### config.mk
export PLATFORM = sky130hd
export DESIGN_NAME = info_frame_stuffing_framer
export DESIGN_NICKNAME = d
export VERILOG_FILES = /design/src/rtl/core/ifsf_pkg.sv /design/src/rtl/core/ifsf_front.sv /design/src/rtl/core/ifsf_queue.sv /design/src/rtl/core/ifsf_back.sv /design/src/rtl/core/info_frame_stuffing_framer.sv
export SDC_FILE = /design/constraint.sdc
export NUM_CORES = 1
export LEC_CHECK = 0
export BUFFER_PORTS_ARGS = -buffer_cell sky130_fd_sc_hd__buf_2
export CORE_ASPECT_RATIO = 1.1
export CORE_MARGIN = 2
export CORE_UTILIZATION = 24
export DETAILED_ROUTE_END_ITERATION = 8
export GPL_TIMING_DRIVEN = 0
export PLACE_DENSITY_LB_ADDON = 0.15
export SYNTH_ARGS = -nofsm -noshare
export SYNTH_HDL_FRONTEND = slang
export SYNTH_SLANG_ARGS = --single-unit
### constraint.sdc
create_clock -name clk -period 3.59 [get_ports clk]
set_input_delay 0.359 -clock clk [delete_from_list [all_inputs] [get_ports clk]]
set_output_delay 0.359 -clock clk [all_outputs]
set_load 0.01 [all_outputs]
### src/rtl/core/ifsf_pkg.sv
// Shared types and constants of the information frame stuffing framer.
`default_nettype none
package ifsf_pkg;

	localparam int unsigned BYTE_W      = 8;
	localparam int unsigned QUEUE_DEPTH = 2;
	localparam int unsigned PADDR_W     = 5;
	localparam int unsigned PDATA_W     = 32;
	localparam int unsigned REG_IDX_W   = 3;

	// Register indexes, byte address is 4 * index
	localparam logic [REG_IDX_W-1:0] REG_FLAG      = 3'd0;
	localparam logic [REG_IDX_W-1:0] REG_ESCAPE    = 3'd1;
	localparam logic [REG_IDX_W-1:0] REG_FLAG_SUB  = 3'd2;
	localparam logic [REG_IDX_W-1:0] REG_ESC_SUB   = 3'd3;
	localparam logic [REG_IDX_W-1:0] REG_ADDRESS   = 3'd4;

	localparam logic [BYTE_W-1:0] FLAG_RESET     = 8'h7E;
	localparam logic [BYTE_W-1:0] ESCAPE_RESET   = 8'h7D;
	localparam logic [BYTE_W-1:0] FLAG_SUB_RESET = 8'h5E;
	localparam logic [BYTE_W-1:0] ESC_SUB_RESET  = 8'h5D;
	localparam logic [BYTE_W-1:0] ADDRESS_RESET  = 8'h03;
	localparam logic [BYTE_W-1:0] CHECK_START    = 8'h00;

	typedef struct packed {
		logic [BYTE_W-1:0] flag_value;
		logic [BYTE_W-1:0] escape_value;
		logic [BYTE_W-1:0] flag_substitute;
		logic [BYTE_W-1:0] escape_substitute;
		logic [BYTE_W-1:0] address_value;
	} cfg_t;

	// One classified packet byte, ready for the output sequencer
	typedef struct packed {
		logic              opens;
		logic              seq;
		logic              stuffed;
		logic [BYTE_W-1:0] data;
		logic [BYTE_W-1:0] substitute;
		logic              closes;
		logic [BYTE_W-1:0] check;
	} cmd_t;

endpackage
`default_nettype wire

### src/rtl/core/ifsf_front.sv
// Front end: accept packet bytes, track the frame, classify stuffing, fold the check.
`default_nettype none
module ifsf_front (
	input  wire                   clk,
	input  wire                   arst_n,
	input  ifsf_pkg::cfg_t        cfg,
	input  wire                   in_valid,
	output logic                  in_ready,
	input  wire [ifsf_pkg::BYTE_W-1:0] data_byte,
	input  wire                   first_of_frame,
	input  wire                   last_of_frame,
	input  wire                   no_stuff,
	input  wire                   sequence_bit,
	input  wire                   q_full,
	output logic                  push,
	output ifsf_pkg::cmd_t        push_cmd
);

	logic [ifsf_pkg::BYTE_W-1:0] check_q;
	logic                        inside_q;
	logic                        take;
	logic                        keep;
	logic                        is_flag;
	logic                        is_esc;
	logic [ifsf_pkg::BYTE_W-1:0] check_next;

	assign in_ready = !q_full;
	assign take     = in_valid && in_ready;
	// Drop bytes that arrive outside a frame
	assign keep     = first_of_frame || inside_q;
	assign push     = take && keep;

	assign is_flag    = !no_stuff && (data_byte == cfg.flag_value);
	assign is_esc     = !no_stuff && (data_byte == cfg.escape_value);
	assign check_next = (first_of_frame ? ifsf_pkg::CHECK_START : check_q) ^ data_byte;

	always_comb begin
		push_cmd.opens      = first_of_frame;
		push_cmd.seq        = sequence_bit;
		push_cmd.stuffed    = is_flag || is_esc;
		push_cmd.data       = data_byte;
		push_cmd.substitute = is_flag ? cfg.flag_substitute : cfg.escape_substitute;
		push_cmd.closes     = last_of_frame;
		push_cmd.check      = check_next;
	end

	always_ff @(posedge clk or negedge arst_n) begin
		if (!arst_n) begin
			check_q  <= ifsf_pkg::CHECK_START;
			inside_q <= 1'b0;
		end else if (push) begin
			check_q  <= check_next;
			inside_q <= !last_of_frame;
		end
	end

endmodule
`default_nettype wire

### src/rtl/core/ifsf_queue.sv
// Short command queue between the front end and the output sequencer.
`default_nettype none
module ifsf_queue #(
	parameter int unsigned Depth = ifsf_pkg::QUEUE_DEPTH
) (
	input  wire            clk,
	input  wire            arst_n,
	input  wire            push,
	input  ifsf_pkg::cmd_t push_cmd,
	output logic           full,
	input  wire            pop,
	output logic           not_empty,
	output ifsf_pkg::cmd_t head
);

	localparam int unsigned PtrW = (Depth > 1) ? $clog2(Depth) : 1;
	localparam int unsigned CntW = $clog2(Depth + 1);

	ifsf_pkg::cmd_t  mem [Depth];
	logic [PtrW-1:0] wr_ptr_q;
	logic [PtrW-1:0] rd_ptr_q;
	logic [CntW-1:0] count_q;
	logic            do_pop;

	assign full      = (count_q == CntW'(Depth));
	assign not_empty = (count_q != '0);
	assign head      = mem[rd_ptr_q];
	assign do_pop    = pop && not_empty;

	always_ff @(posedge clk) begin
		if (push) begin
			mem[wr_ptr_q] <= push_cmd;
		end
	end

	always_ff @(posedge clk or negedge arst_n) begin
		if (!arst_n) begin
			wr_ptr_q <= '0;
			rd_ptr_q <= '0;
			count_q  <= '0;
		end else begin
			if (push) begin
				wr_ptr_q <= (wr_ptr_q == PtrW'(Depth - 1)) ? '0 : wr_ptr_q + 1'b1;
			end
			if (do_pop) begin
				rd_ptr_q <= (rd_ptr_q == PtrW'(Depth - 1)) ? '0 : rd_ptr_q + 1'b1;
			end
			if (push && !do_pop) begin
				count_q <= count_q + 1'b1;
			end else if (do_pop && !push) begin
				count_q <= count_q - 1'b1;
			end
		end
	end

endmodule
`default_nettype wire

### src/rtl/core/ifsf_back.sv
// Output sequencer: expand each command into line bytes, one per cycle while the line side is ready.
`default_nettype none
module ifsf_back (
	input  wire                   clk,
	input  wire                   arst_n,
	input  ifsf_pkg::cfg_t        cfg,
	input  wire                   head_valid,
	input  ifsf_pkg::cmd_t        head,
	output logic                  pop,
	output logic                  out_valid,
	input  wire                   out_ready,
	output logic [ifsf_pkg::BYTE_W-1:0] out_byte,
	output logic                  run_last,
	output logic                  frame_end
);

	typedef enum logic [2:0] {
		PH_FLAG, PH_ADDR, PH_CTRL, PH_HCHK, PH_DATA0, PH_DATA1, PH_CHECK, PH_CLOSE
	} phase_t;

	phase_t                      phase_q;
	logic                        mid_q;
	phase_t                      cur;
	phase_t                      nxt;
	logic                        done;
	logic                        advance;
	logic                        emit;
	logic [ifsf_pkg::BYTE_W-1:0] ctrl;
	logic [ifsf_pkg::BYTE_W-1:0] byte_sel;

	assign advance = !out_valid || out_ready;
	assign emit    = advance && head_valid;
	assign ctrl    = {1'b0, head.seq, 6'b0};
	assign cur     = mid_q ? phase_q : (head.opens ? PH_FLAG : PH_DATA0);

	always_comb begin
		nxt  = PH_DATA0;
		done = 1'b0;
		unique case (cur)
			PH_FLAG:  nxt = PH_ADDR;
			PH_ADDR:  nxt = PH_CTRL;
			PH_CTRL:  nxt = PH_HCHK;
			PH_HCHK:  nxt = PH_DATA0;
			PH_DATA0: begin
				if (head.stuffed) begin
					nxt = PH_DATA1;
				end else if (head.closes) begin
					nxt = PH_CHECK;
				end else begin
					done = 1'b1;
				end
			end
			PH_DATA1: begin
				if (head.closes) begin
					nxt = PH_CHECK;
				end else begin
					done = 1'b1;
				end
			end
			PH_CHECK: nxt = PH_CLOSE;
			PH_CLOSE: done = 1'b1;
			default:  done = 1'b1;
		endcase
	end

	always_comb begin
		unique case (cur)
			PH_FLAG:  byte_sel = cfg.flag_value;
			PH_ADDR:  byte_sel = cfg.address_value;
			PH_CTRL:  byte_sel = ctrl;
			PH_HCHK:  byte_sel = cfg.address_value ^ ctrl;
			PH_DATA0: byte_sel = head.stuffed ? cfg.escape_value : head.data;
			PH_DATA1: byte_sel = head.substitute;
			PH_CHECK: byte_sel = head.check;
			PH_CLOSE: byte_sel = cfg.flag_value;
			default:  byte_sel = head.data;
		endcase
	end

	assign pop = emit && done;

	always_ff @(posedge clk or negedge arst_n) begin
		if (!arst_n) begin
			phase_q   <= PH_FLAG;
			mid_q     <= 1'b0;
			out_valid <= 1'b0;
			out_byte  <= '0;
			run_last  <= 1'b0;
			frame_end <= 1'b0;
		end else if (advance) begin
			out_valid <= head_valid;
			if (head_valid) begin
				out_byte  <= byte_sel;
				run_last  <= done;
				frame_end <= (cur == PH_CLOSE);
				mid_q     <= !done;
				phase_q   <= nxt;
			end
		end
	end

endmodule
`default_nettype wire

### src/rtl/core/info_frame_stuffing_framer.sv
// Top level of the information frame stuffing framer with its register file.
// An accepted packet byte goes through the queue and then the output register to the line.
// One line byte per cycle while the line side is ready, set by the output sequencer; a packet
// byte gives one line byte, plus 4 on opening a frame, 1 when stuffed and 2 on closing it.
// Reset clears the frame state and the check, empties the queue and the output register,
// and loads the registers with flag 0x7E, escape 0x7D, substitutes 0x5E/0x5D, address 0x03.
`default_nettype none
module info_frame_stuffing_framer #(
	parameter int unsigned QueueDepth = ifsf_pkg::QUEUE_DEPTH
) (
	input  wire                          clk,
	input  wire                          arst_n,
	// APB register port
	input  wire                          psel,
	input  wire                          penable,
	input  wire                          pwrite,
	input  wire [ifsf_pkg::PADDR_W-1:0]  paddr,
	input  wire [ifsf_pkg::PDATA_W-1:0]  pwdata,
	output logic [ifsf_pkg::PDATA_W-1:0] prdata,
	output logic                         pready,
	// Packet byte stream in
	input  wire                          s_axis_tvalid,
	output logic                         s_axis_tready,
	input  wire [7:0]                    s_axis_tdata,  // [7:0] data_byte
	input  wire                          s_axis_tlast,  // last_of_frame
	input  wire [2:0]                    s_axis_tuser,  // [0] first_of_frame, [1] no_stuff,
	                                                    // [2] sequence_bit
	// Line byte stream out
	output logic                         m_axis_tvalid,
	input  wire                          m_axis_tready,
	output logic [7:0]                   m_axis_tdata,  // [7:0] out_byte
	output logic                         m_axis_tlast,  // run_last
	output logic [0:0]                   m_axis_tuser   // [0] frame_end
);

	ifsf_pkg::cfg_t                       cfg_q;
	logic                                 wr_req;
	logic [ifsf_pkg::REG_IDX_W-1:0]       reg_idx;
	logic [ifsf_pkg::BYTE_W-1:0]          rd_byte;

	logic            q_full;
	logic            push;
	ifsf_pkg::cmd_t  push_cmd;
	logic            pop;
	logic            head_valid;
	ifsf_pkg::cmd_t  head;

	// Register file: a write request lands on the access cycle; pready stays high.
	assign pready  = 1'b1;
	assign wr_req  = psel && penable && pwrite && pready;
	assign reg_idx = paddr[ifsf_pkg::PADDR_W-1:2];

	always_ff @(posedge clk or negedge arst_n) begin
		if (!arst_n) begin
			cfg_q.flag_value        <= ifsf_pkg::FLAG_RESET;
			cfg_q.escape_value      <= ifsf_pkg::ESCAPE_RESET;
			cfg_q.flag_substitute   <= ifsf_pkg::FLAG_SUB_RESET;
			cfg_q.escape_substitute <= ifsf_pkg::ESC_SUB_RESET;
			cfg_q.address_value     <= ifsf_pkg::ADDRESS_RESET;
		end else if (wr_req) begin
			unique case (reg_idx)
				ifsf_pkg::REG_FLAG:     cfg_q.flag_value        <= pwdata[7:0];
				ifsf_pkg::REG_ESCAPE:   cfg_q.escape_value      <= pwdata[7:0];
				ifsf_pkg::REG_FLAG_SUB: cfg_q.flag_substitute   <= pwdata[7:0];
				ifsf_pkg::REG_ESC_SUB:  cfg_q.escape_substitute <= pwdata[7:0];
				ifsf_pkg::REG_ADDRESS:  cfg_q.address_value     <= pwdata[7:0];
				default: ; // drop writes past the register list
			endcase
		end
	end

	always_comb begin
		unique case (reg_idx)
			ifsf_pkg::REG_FLAG:     rd_byte = cfg_q.flag_value;
			ifsf_pkg::REG_ESCAPE:   rd_byte = cfg_q.escape_value;
			ifsf_pkg::REG_FLAG_SUB: rd_byte = cfg_q.flag_substitute;
			ifsf_pkg::REG_ESC_SUB:  rd_byte = cfg_q.escape_substitute;
			ifsf_pkg::REG_ADDRESS:  rd_byte = cfg_q.address_value;
			default:                rd_byte = '0;
		endcase
	end

	assign prdata = {{(ifsf_pkg::PDATA_W - ifsf_pkg::BYTE_W){1'b0}}, rd_byte};

	// Front end: classify each packet byte and fold it into the frame check.
	ifsf_front u_front (
		.clk            (clk),
		.arst_n         (arst_n),
		.cfg            (cfg_q),
		.in_valid       (s_axis_tvalid),
		.in_ready       (s_axis_tready),
		.data_byte      (s_axis_tdata),
		.first_of_frame (s_axis_tuser[0]),
		.last_of_frame  (s_axis_tlast),
		.no_stuff       (s_axis_tuser[1]),
		.sequence_bit   (s_axis_tuser[2]),
		.q_full         (q_full),
		.push           (push),
		.push_cmd       (push_cmd)
	);

	// Queue: lets the front keep taking requests while the line side stalls, until it is full.
	ifsf_queue #(
		.Depth (QueueDepth)
	) u_queue (
		.clk       (clk),
		.arst_n    (arst_n),
		.push      (push),
		.push_cmd  (push_cmd),
		.full      (q_full),
		.pop       (pop),
		.not_empty (head_valid),
		.head      (head)
	);

	// Back end: walk header, payload and trailer bytes into the output register.
	ifsf_back u_back (
		.clk        (clk),
		.arst_n     (arst_n),
		.cfg        (cfg_q),
		.head_valid (head_valid),
		.head       (head),
		.pop        (pop),
		.out_valid  (m_axis_tvalid),
		.out_ready  (m_axis_tready),
		.out_byte   (m_axis_tdata),
		.run_last   (m_axis_tlast),
		.frame_end  (m_axis_tuser[0])
	);

endmodule
`default_nettype wire

Yosys cells after proc, flatten, opt, wreduce, memory -nomap -nowiden --
Memory sizes are Yosys's and may differ from the RTL's. Index checks and enable logic that the tools add are counted.
Storage, ports and cells: bits in registers 68, bits in writable memories 56, input bits 56, output and inout bits 45, memories 1
Memory list:
- u_queue.mem | depth 2, width 28, read ports 1, clocked after memory_dff 0, write ports 1, line ifsf_queue.sv:19 | ifsf_pkg::cmd_t mem [Depth];
Operators by class: $add $sub $neg 4, equal/unequal tests 14, multiplexer cells 19, bitwise gates (word level) 2, reductions and logical operators 32
Operators by type and width (count):
- case mux 8 bit (7 select lines) | 1
- case mux 8 bit (5 select lines) | 1
- 2-to-1 mux 8 bit | 3
- case mux 3 bit (6 select lines) | 1
- equality test 8 bit | 2
- equality test 3 bit (second input constant) | 5
- equality test 3 x 2 -> 1 bit (second input constant) | 4
- AND reduction 2 bit | 6
- logical AND 1 bit | 11
- 2-to-1 mux 3 bit | 3
- XOR 8 x 7 -> 8 bit | 1
- XOR 8 bit | 1
- logical NOT 1 bit | 7
- equality test 3 x 1 -> 1 bit (second input constant) | 2
- logical NOT 3 bit | 2
- 2-to-1 mux 1 bit | 6
- 2-to-1 mux 2 bit | 3
- nonzero test 2 bit | 2
- logical OR 1 bit | 3
- case mux 1 bit (3 select lines) | 1
- adder 1 bit (second input constant) | 2
- adder 2 x 1 -> 2 bit (second input constant) | 1
- equality test 2 bit (second input constant) | 1
- OR reduction 2 bit | 1
- subtractor 2 x 1 -> 2 bit (second input constant) | 1

Logic depth before layout (Yosys ltp) --
Gate-level depths: netlist of run 1. An unclocked memory read counts as a cell.
word-level depth 10, mapped depth 10

Modules after synthesis --
From an unflattened synthesis of run 1, not the netlist that was laid out.
Second synthesis, totals: cells, all modules 472, area, all modules 6431.2 um^2
By module, submodules not included:
- ifsf_queue | instances 1, cells an instance 103, area an instance 2257.2 um^2, seq. area each 1781.7 um^2
- info_frame_stuffing_framer | instances 1, cells an instance 158, area an instance 2148.3 um^2, seq. area each 1031.0 um^2
- ifsf_back | instances 1, cells an instance 130, area an instance 1166.1 um^2, seq. area each 375.4 um^2
- ifsf_front | instances 1, cells an instance 81, area an instance 859.6 um^2, seq. area each 225.2 um^2

Worst setup path after synthesis of run 1 --
OpenSTA, ideal clock, no wires.
path kind register to register, start point reg u_queue.count_q[0], end point mem u_queue.mem[0][0] (netlist name), enable pin, library setup time 0.416 ns, data arrival time 2.373 ns, data required time 3.174 ns, slack 0.801 ns, cell stages (with the launch flop) 5, buffers on the path 1, path through dfrtp_1 nand2b_1 o211a_1 buf_2 nor2b_1
Between the ends: word-level cells in the longest chain between the ends 6
Ends and longest elaborated chain:
- start, declared | line ifsf_queue.sv:22 | logic [CntW-1:0] count_q;
- start signal, assigned | line ifsf_queue.sv:49 | count_q <= count_q + 1'b1;
- start signal, assigned | line ifsf_queue.sv:51 | count_q <= count_q - 1'b1;
- equality test 2 bit | line ifsf_queue.sv:25 | assign full = (count_q == CntW'(Depth));
- logical NOT 1 bit | line ifsf_front.sv:27 | assign in_ready = !q_full;
- via s_axis_tready | line info_frame_stuffing_framer.sv:23 | output logic s_axis_tready,
- logical AND 1 bit | line ifsf_front.sv:28 | assign take = in_valid && in_ready;
- logical AND 1 bit | line ifsf_front.sv:31 | assign push = take && keep;
- via push | line info_frame_stuffing_framer.sv:42 | logic push;
- 2-to-1 mux 1 bit | line ifsf_queue.sv:31 | if (push) begin
- 2-to-1 mux 1 bit (not written as such) | line ifsf_queue.sv:32 | mem[wr_ptr_q] <= push_cmd;
- end, declared | line ifsf_queue.sv:19
The timed path passes the listed nets, and every way through them passes these cells.

Worst setup path after layout of run 1 --
start point reg u_queue.count_q[0], end point mem u_queue.mem[1][16] (netlist name), enable pin
Between the ends: word-level cells in the longest chain between the ends 6
Ends and longest elaborated chain (line):
- equality test 2 bit | ifsf_queue.sv:25
- logical NOT 1 bit | ifsf_front.sv:27
- logical AND 1 bit | ifsf_front.sv:28
- logical AND 1 bit | ifsf_front.sv:31
- via push | info_frame_stuffing_framer.sv:42
- 2-to-1 mux 1 bit | ifsf_queue.sv:31
- 2-to-1 mux 1 bit (not written as such) | ifsf_queue.sv:32
The timed path passes the listed nets, and every way through them passes these cells.

==> results_dict.tcl, run 1 <==
set metrics [dict create \
    clkTransAtPathRegs_ns 0.06 \
    p_leak_nw 3.04 \
    ys_seq_elements 124 \
    cts_buffers 17 \
    skew_ns 0.0125 \
    cp-start-kind "flop" \
    clock.fmax_mhz 424 \
    syn-cell-area_um2 6120 \
    cp.required_ns 3.63 \
    post-route-cell-area_um2 7520 \
    synth_top_family_by_area "multiplexers" \
    place.gp.congestion 0.850 \
    crit_slowest_cell "and2_2" \
    syn-instance-count 472 \
    ios 101 \
    grt_remaining_overflow 0 \
    rsz0062_at_grt "no" \
    ys_warn_count 0 \
    totalWireLength_um 16300 \
    die-width_um 156 \
    max_stage_delay_ns 0.69 \
    synth-main-ff-cell "edfxtp_1" \
    cts_num_sinks 124 \
    timing.final.crit_period_ns 2.36 \
    diodes 0 \
    die_area_um2 26800 \
    cts_buffer_depth 2 \
    vias_per_cell 4.47 \
    worstMarginPinSlew_ns 0.770 \
    crit_type "reg2reg" \
    wl_per_cell_um 18.2 \
    cts_tree "done" \
    core_area_um2 25200 \
    crit_chain "nand2b_1, o211a_1, buf_2, and2_2" \
    synthMuxAreaShare 0.173 \
    drc 0 \
    cts_setup_buffers 0 \
    finalHoldViolCount 0 \
    start_util 0.243 \
    grt_pass1_wl_um 24500 \
    postRouteAntennaNets 0 \
    seq_area_frac_synth 0.557 \
    drtIter0Drc 264 \
    die_height_um 172 \
    yosysMostFrequentCell "edfxtp_1" \
    min_period_over_period 0.657 \
    final_nets 622 \
    num_rows 61 \
    synthArstFlopShare 0.548 \
    status "complete, no violations" \
    startpoint "u_queue.count_q[0]" \
    grt_pass1_vias 4063 \
    cts_root_buffer "clkbuf_16" \
    synthTopCellsByCount "edfxtp_1, mux2_2, dfrtp_1, nor2_1, mux2i_1" \
    synth_cell_types 59 \
    first_pass_iters 5 \
    yosysTopAreaCellShare 0.275 \
    synthAdderAreaFrac 0.00204 \
    hold_path.class "in2reg" \
    worstSetupEndpointType "flop" \
    yosysTopAreaCell "edfxtp_1" \
    avgSynthCellArea_um2 13.0 \
    clock_latency_ns 0.42 \
    place_ws_ns 1.17 \
    synth.area.top_cells "edfxtp_1, dfrtp_1, dfstp_2, mux2_2, mux2i_1" \
    grt.total_usage 0.126 \
    synth-simple-area-share 0.0858 \
    synth_compound_area_frac 0.0862 \
    io_buffer_count 48 \
    grt_max_degree 46 \
    whs_ns 0.137 \
    maxCapViolCount 0 \
    placed_area_um2 6900 \
    critPathArrivalTime_ns 2.40 \
    antenna_found_initial 0 \
    drive_gt1_frac 0.375 \
    area_growth_pct 22.7 \
    relSlewSlack 0.487 \
    path_max_fanout 28 \
    fin_util 0.298 \
    power_density_nw_per_um2 767 \
    synth_edf_count 56 \
    vdd_drop_max_mv 0.365 \
    finalMaxSlewViolations 0 \
    fill_cells 2556 \
    hold_start "s_axis_tuser[2]" \
    layout_setup_ws_ns 1.23 \
    synthXorXnorAreaFrac 0.0415 \
    vias 3994 \
    rr_startpoint "u_queue.count_q[0]" \
    htree_levels 4 \
    dp_hpwl_um 11700 \
    setup_viol 0 \
]
## worst max-delay path, delay by kind of cell (launching register included)
kind                   cells  cell delay [ns]
AND/OR/NAND/NOR            2             0.87
buffers and inverters      1             0.32
flip-flops                 1             0.44
AO/OA/AOI/OAI              1             0.33
## sequential cells by signal (all words and copies together), names as in the netlist
name and flops:
cfg_q 40, u_back.frame_end 1, u_back.mid_q 1, u_back.out_byte 8, u_back.out_valid 1, u_back.phase_q 3, u_back.run_last 1, u_front.check_q 8
u_front.inside_q 1, u_queue.count_q 2, u_queue.mem 56, u_queue.rd_ptr_q 1, u_queue.wr_ptr_q 1
## layout by cell type (no fill, tap or decap), types with 10 or more instances in the layout
master	n
o22ai_1	10
nand2b_1	12
buf_4	27
edfxtp_1	56
a21oi_1	12
clkbuf_1	10
conb_1	25
xnor2_1	23
nand2_1	16
dfstp_2	24
dfrtp_1	44
buf_2	58
clkbuf_16	19
o32ai_1	12
mux2i_1	33
mux2_2	51
nor2_1	38
## area by class of cell
type | instances | area [um2] | share of cell area
buffer | 48 | 314 | 0.0418
clock buffer | 24 | 524 | 0.0698
clock inverter | 8 | 77.6 | 0.0103
inverter | 2 | 7.51 | 0.000999
multi-input combinational | 321 | 2480 | 0.331
sequential | 124 | 3410 | 0.454
tap | 315 | 394 | 0.0524
timing repair buffer | 51 | 300 | 0.0400
## repair_timing
action	in CTS	in global routing
hold endpoints to repair	23	0
hold buffers	1	0
gates resized for setup	0	0
endpoints found under the setup margin	0	0
## per-stage QoR
stage | cells | power [mW] | setup TNS (ns)
2_1_floorplan | 495 | 3.45 | 0
3_3_place_gp | 858 | 4.03 | -11.97
3_5_place_dp | 860 | 4.08 | 0
4_1_cts | 893 | 5.83 | 0
5_1_grt | 893 | 6.11 | 0
6_report | 893 | 5.76 | 0
## path summary, 6_finish.rpt
kind	end	slack (ns)	cells after the start
setup / recovery	u_queue.mem[1][16]	1.23	4
hold / removal	u_queue.mem[1][26]	0.14	1
setup reg to reg	u_queue.mem[1][16]	1.23	4
hold reg to reg	u_back.run_last	0.49	1
max in group asynchronous	cfg_q[30]	2.56	3
min in group asynchronous	u_front.check_q[1]	0.40	2
## report_power, final
group          switching (mW)  internal (mW)  leakage, nW
logic                    1.06          0.774         1.44
registers               0.240           1.97         1.31
clock network           0.628           1.09        0.297
total                    1.92           3.84         3.04
## logic make-up (layout without fill, tap and decap cells)
group / after synthesis / in the layout
AOI/OAI and AO/OA: 72 / 72
xor gates and xnor gates: 29 / 29
adders and majority gates: 1 / 1
buffers and inverters: 50 / 133
DFF: 124 / 124
muxes: 94 / 94
other: 2 / 25
and+or+nand+nor: 100 / 100
## layer usage
layer / part of all wire / track usage / wire, um / up-vias
li1: - / - / - / 1881
met1: 0.46 / 0.161 / 7470 / 1981
met4: 0.011 / 0.0403 / 177 / 0
met5: 0 / 0 / 0 / -
met2: 0.49 / 0.212 / 7990 / 119
met3: 0.039 / 0.0300 / 632 / 13
Power figures use the tool's default switching activity.
==> run 2: changes to the inputs <==
--- a/config.mk
+++ b/config.mk
@@ -5,6 +5,7 @@
 export SDC_FILE = /design/constraint.sdc
 export NUM_CORES = 1
 export LEC_CHECK = 0
+export ABC_AREA = 1
 export BUFFER_PORTS_ARGS = -buffer_cell sky130_fd_sc_hd__buf_2
 export CORE_ASPECT_RATIO = 1.1
 export CORE_MARGIN = 2
==> constraint.sdc (replaced) <==
create_clock -name clk -period 2.04 [get_ports clk]
set_input_delay 0.204 -clock clk [delete_from_list [all_inputs] [get_ports clk]]
set_output_delay 0.204 -clock clk [all_outputs]
set_load 0.01 [all_outputs]
==> run 2 against run 1 <==
Effect of this change:
- count of clock-buffer cells in the layout shrank 5
- sequential cell count is the same
- final cell count up 27%
- global-route usage is 2.4 points higher
- via count is 23% higher
- critical path depth grew 6
- hold slack got worse by 0.087 ns
- first-iteration DRC count grew 27%
- combinational power grew 90%
- largest cell class unchanged
==> results_dict.tcl, run 2 <==
set metrics [dict create \
    synth_edf_count 56 \
    place.gp.congestion 0.807 \
    layout_commonest_cell "nand2_1" \
    start_util 0.243 \
    maxCapViolCount 0 \
    worstMarginPinSlew_ns 0.649 \
    diodes 0 \
    final_nets 860 \
    synth_cell_types 41 \
    cp-start-kind "flop" \
    synthArstFlopShare 0.548 \
    clock.fmax_mhz 522 \
    synthTopCellsByCount "nand2_1, edfxtp_1, inv_1, o21ai_0, dfrtp_1" \
    drtIter0Drc 334 \
    min_period_over_period 0.939 \
    setup_viol 0 \
    place_inst 1087 \
    antenna_found_initial 0 \
    seq_area_frac_synth 0.559 \
    io_buffer_count 49 \
    postRouteAntennaNets 0 \
    wl_per_cell_um 16.9 \
    ys_warn_count 0 \
    cts_buffer_depth 2 \
    die_area_um2 26700 \
    cts_num_sinks 124 \
    dp_hpwl_um 14100 \
    core_area_um2 25100 \
    synth.area.top_cells "edfxtp_1, dfrtp_1, nand2_1, dfstp_2, o21ai_0" \
    syn-cell-area_um2 6110 \
    regMostFlops "u_queue.mem" \
    p_leak_nw 3.56 \
    num_rows 61 \
    crit_slowest_cell "dfrtp_2" \
    area_growth_pct 25.1 \
    fin_cells 1131 \
    die_height_um 171 \
    cts_tree "done" \
    crit_type "reg2reg" \
    first_pass_iters 5 \
    finalHoldViolCount 0 \
    syn-instance-count 697 \
    drc 0 \
    skew_ns 0.0150 \
    vias_per_cell 4.33 \
    crit_chain "buf_6, nand2_1, o21ai_4, o211ai_1, nand2_1, nand2_2, ha_4, a21oi_1, o21ai_0, xor2_1" \
    cpMostUsedCell "nand2_1" \
    relSlewSlack 0.566 \
    crit_family "compound AO/OA/AOI/OAI gates" \
    path_max_fanout 10 \
    vias 4901 \
    critPathBufInv 1 \
    worstSetupEndpointType "flop" \
    place_ws_ns -0.259 \
    avgSynthCellArea_um2 8.76 \
    reg_top3 "u_queue.mem (56), cfg_q (40)" \
    clkTransAtPathRegs_ns 0.06 \
    ys_seq_elements 124 \
    largest_register_ff_count 56 \
    die-width_um 156 \
    ios 101 \
    layout_setup_ws_ns 0.124 \
    timing.final.crit_period_ns 1.92 \
    grt_pass1_wl_um 29300 \
    cts_buffers 17 \
    clock_latency_ns 0.42 \
    htree_levels 4 \
    power_density_nw_per_um2 1340 \
    finalMaxSlewViolations 0 \
    cts_root_buffer "clkbuf_16" \
    max_stage_delay_ns 0.45 \
    synth-main-ff-cell "edfxtp_1" \
    grt.total_usage 0.150 \
    grt_pass1_vias 4811 \
    final_cell_mix "nand2_1, buf_2, edfxtp_1" \
    hold_path.class "in2reg" \
    totalWireLength_um 19200 \
    vdd_drop_max_mv 0.441 \
    critPathArrivalTime_ns 2.21 \
    yosysTopAreaCellShare 0.275 \
    status "complete, no violations" \
    yosysTopAreaCell "edfxtp_1" \
    grt_remaining_overflow 0 \
    drive_gt1_frac 0.225 \
    yosysMostFrequentCell "nand2_1" \
    grt_max_degree 36 \
    cp.required_ns 2.34 \
]
-- run 2: changes by cell type in the layout (fill, tap and decap cells not counted), moves of 18 or more --
cell,before,now
nand2_1,16,266
xnor2_1,23,5
mux2_2,51,0
mux2i_1,33,0
inv_1,2,48
nand3_1,5,41
o21ai_0,9,45
-- run 2: cell type report --
class / instances / area, um2
Inverter: 53 / 200
Multi-Input combinational cell: 499 / 2340
Buffer: 44 / 310
Timing Repair Buffer: 64 / 410
Sequential cell: 124 / 3410
Tap cell: 315 / 394
Clock inverter: 13 / 97.6
Fill cell: 2684 / 17500
Clock buffer: 19 / 475
-- run 2: timing repair --
action,4_1_cts,5_1_grt
setup endpoints to repair,4,1
hold buffers,5,0
gates resized for setup,6,8
pin swaps,1,2
setup buffers,2,5
hold endpoints to repair,26,0
-- run 2: final timing paths --
path,end,slack [ns],cells past startpoint,startpoint
max,u_queue.count_q[1],0.12,10,u_queue.rd_ptr_q
min,u_queue.mem[1][27],0.05,1,s_axis_tuser[0]
max reg2reg,u_queue.count_q[1],0.12,10,u_queue.rd_ptr_q
min reg2reg,u_queue.count_q[0],0.47,1,u_queue.count_q[0]
max in group asynchronous,cfg_q[35],1.13,3,arst_n
min in group asynchronous,cfg_q[7],0.28,2,arst_n
-- run 2: kinds of logic (layout without fill, tap and decap cells) --
family,after synthesis,after routing,synth area share
buffers and inverters,97,193,0.0811
DFF,124,124,0.559
adders and majority gates,1,1,0.00205
xor gates and xnor gates,17,17,0.0244
AOI/OAI and AO/OA,94,94,0.0877
other,2,25,0.00123
and+or+nand+nor,362,362,0.245
-- run 2: power by group --
group	total, mW	leakage [nW]	internal (mW)	switching (mW)
Combinational	3.48	1.96	1.23	2.25
Clock	2.96	0.289	1.72	1.24
Sequential	3.83	1.31	3.41	0.414
Total	10.3	3.56	6.37	3.90
-- run 2: metrics by stage --
| stage | TNS, ns | total power, mW | area [um2] | util | hold WS (ns) |
|---|---|---|---|---|---|
| 6_report | 0 | 10.3 | 7640 | 0.304 | 0.0498 |
| 3_3_place_gp | -43.24 | 7.14 | 6840 | 0.272 | 0.404 |
| 4_1_cts | 0 | 10.3 | 7570 | 0.301 | 0.0415 |
| 2_1_floorplan | -2.68 | 5.95 | 6200 | - | -0.0916 |
| 5_1_grt | -0.00132 | 11.0 | 7640 | 0.304 | 0.0368 |
| 3_5_place_dp | -0.263 | 7.22 | 6910 | 0.275 | 0.210 |
-- run 2: routing by layer --
layer,vias up,wire length (um),GRT usage
met1,2305,9040,0.202
met2,131,9070,0.246
met5,-,0,0
met4,0,250,0.0391
li1,2449,-,-
met3,16,796,0.0328
==> run 3: changes to the inputs <==
--- a/config.mk
+++ b/config.mk
@@ -9,7 +9,7 @@
 export BUFFER_PORTS_ARGS = -buffer_cell sky130_fd_sc_hd__buf_2
 export CORE_ASPECT_RATIO = 1.1
 export CORE_MARGIN = 2
-export CORE_UTILIZATION = 24
+export CORE_UTILIZATION = 51
 export DETAILED_ROUTE_END_ITERATION = 8
 export GPL_TIMING_DRIVEN = 0
 export PLACE_DENSITY_LB_ADDON = 0.15
==> run 3 against run 2 <==
Effect of this change:
- hold slack got worse by 0.039 ns
- global-route usage rose by 12 points
- routed wire length fell by 11%
- critical path type unchanged
- highest routed layer unchanged
==> results_dict.tcl, run 3 (synthesis gave the netlist of run 2 again) <==
set metrics [dict create \
    status "complete, no violations" \
    p_leak_nw 3.51 \
    layout_commonest_cell "nand2_1" \
    fin_cells 963 \
    antenna_found_initial 0 \
    io_buffer_count 49 \
    wl_per_cell_um 17.8 \
    final_cell_mix "nand2_1, buf_2, edfxtp_1" \
    num_rows 41 \
    cts_buffers 17 \
    cp.required_ns 2.18 \
    dp_hpwl_um 11800 \
    postRouteAntennaNets 0 \
    first_pass_iters 5 \
    setup_viol 0 \
    core_area_um2 11600 \
    whs_ns 0.0109 \
    start_util 0.527 \
    cts_root_buffer "clkbuf_16" \
    startpoint "cfg_q[38]" \
    path_max_fanout 9 \
    post-route-cell-area_um2 7400 \
    finalHoldViolCount 0 \
    critPathArrivalTime_ns 2.13 \
    regMostFlops "u_queue.mem" \
    die_height_um 119 \
    vias_per_cell 5.42 \
    clock_latency_ns 0.42 \
    rsz0062_at_grt "no" \
    maxCapViolCount 0 \
    clkTransAtPathRegs_ns 0.05 \
    relSlewSlack 0.392 \
    grt.total_usage 0.272 \
    largest_register_ff_count 56 \
    worstSetupEndpointType "flop" \
    grt_remaining_overflow 0 \
    hold_path.class "in2reg" \
    timing.final.crit_period_ns 1.99 \
    cp-start-kind "flop" \
    grt_max_degree 69 \
    vdd_drop_max_mv 0.729 \
    worstMarginPinSlew_ns 0.911 \
    place.gp.congestion 0.947 \
    cts_num_sinks 124 \
    min_path_cells 1 \
    cts_tree "done" \
    vias 5223 \
    grt_pass1_vias 4810 \
    min_period_over_period 0.974 \
    drc 0 \
    area_growth_pct 21.2 \
    reg2regPathDepth 6 \
    reg_top3 "u_queue.mem (56), cfg_q (40)" \
    clock.fmax_mhz 503 \
    final_nets 857 \
    hold_start "s_axis_tdata[7]" \
    cts_buffer_depth 2 \
    grt_pass1_wl_um 25500 \
    diodes 0 \
    ios 101 \
    finalMaxSlewViolations 0 \
    die_area_um2 12900 \
    drive_gt1_frac 0.223 \
    skew_ns 0.00574 \
    drtIter0Drc 425 \
    crit_type "reg2reg" \
    placed_area_um2 6640 \
    rr_startpoint "cfg_q[38]" \
    power_density_nw_per_um2 1400 \
    die-width_um 108 \
    place_inst 919 \
    totalWireLength_um 17100 \
    htree_levels 4 \
]
## run 3: layout make-up
cell class	instances	area (um2)
fill	993	4190
sequential	124	3410
multi-input combinational	501	2360
clock buffer	17	425
timing repair buffer	59	335
buffer	44	310
inverter	53	200
tap	150	188
clock inverter	15	173
## run 3: repair_timing
item / 4_1_cts / 5_1_grt
gates resized for setup: 9 / 8
pin swaps: 0 / 5
buffers inserted: 0 / 5
hold buffers: 5 / 0
endpoints found under the hold margin: 51 / 0
endpoints found under the setup margin: 58 / 73
cloned: 0 / 2
## run 3: final timing paths
path	end	slack, ns
worst max-delay path	u_queue.mem[0][9]	0.05
worst min-delay path	u_queue.mem[1][24]	0.01
worst max register to register	u_queue.mem[0][9]	0.05
worst min register to register	u_back.frame_end	0.48
max in group asynchronous	u_queue.rd_ptr_q	0.96
min in group asynchronous	u_queue.wr_ptr_q	0.46
## run 3: stage by stage
| step | total power, mW | setup slack [ns] | TNS, ns | util |
|---|---|---|---|---|
| 3_3_place_gp | 6.95 | -0.524 | -29.08 | 0.572 |
| 4_1_cts | 10.2 | -0.0542 | -2.53 | 0.631 |
| 5_1_grt | 10.9 | 0.0156 | 0 | 0.639 |
| 6_report | 10.3 | 0.0526 | 0 | 0.639 |
| 2_1_floorplan | 5.95 | -0.0478 | -2.68 | - |
| 3_5_place_dp | 7.05 | -0.297 | -4.82 | 0.573 |
## run 3: worst max-delay path: stages (launching register included)
cell and delay [ns]:
dfstp_2 0.64, xnor2_1 0.14, nand4_1 0.17, nor3_4 0.39, nand2_4 0.16, nand2_1 0.10
nand2_1 0.11
## run 3: routing by layer
metal  GRT usage  vias up  wire (um)  share of wire
met5           0        -          0              0
met4       0.143        0        843          0.049
met3      0.0645       50       1430          0.084
met2       0.426      272       8100           0.47
met1       0.348     2458       6750           0.39
li1            -     2443          -              -
## run 3: power breakdown
group | internal, mW | total [mW] | switching (mW)
clock | 1.91 | 3.05 | 1.14
sequential | 3.42 | 3.87 | 0.451
combinational | 1.17 | 3.42 | 2.26
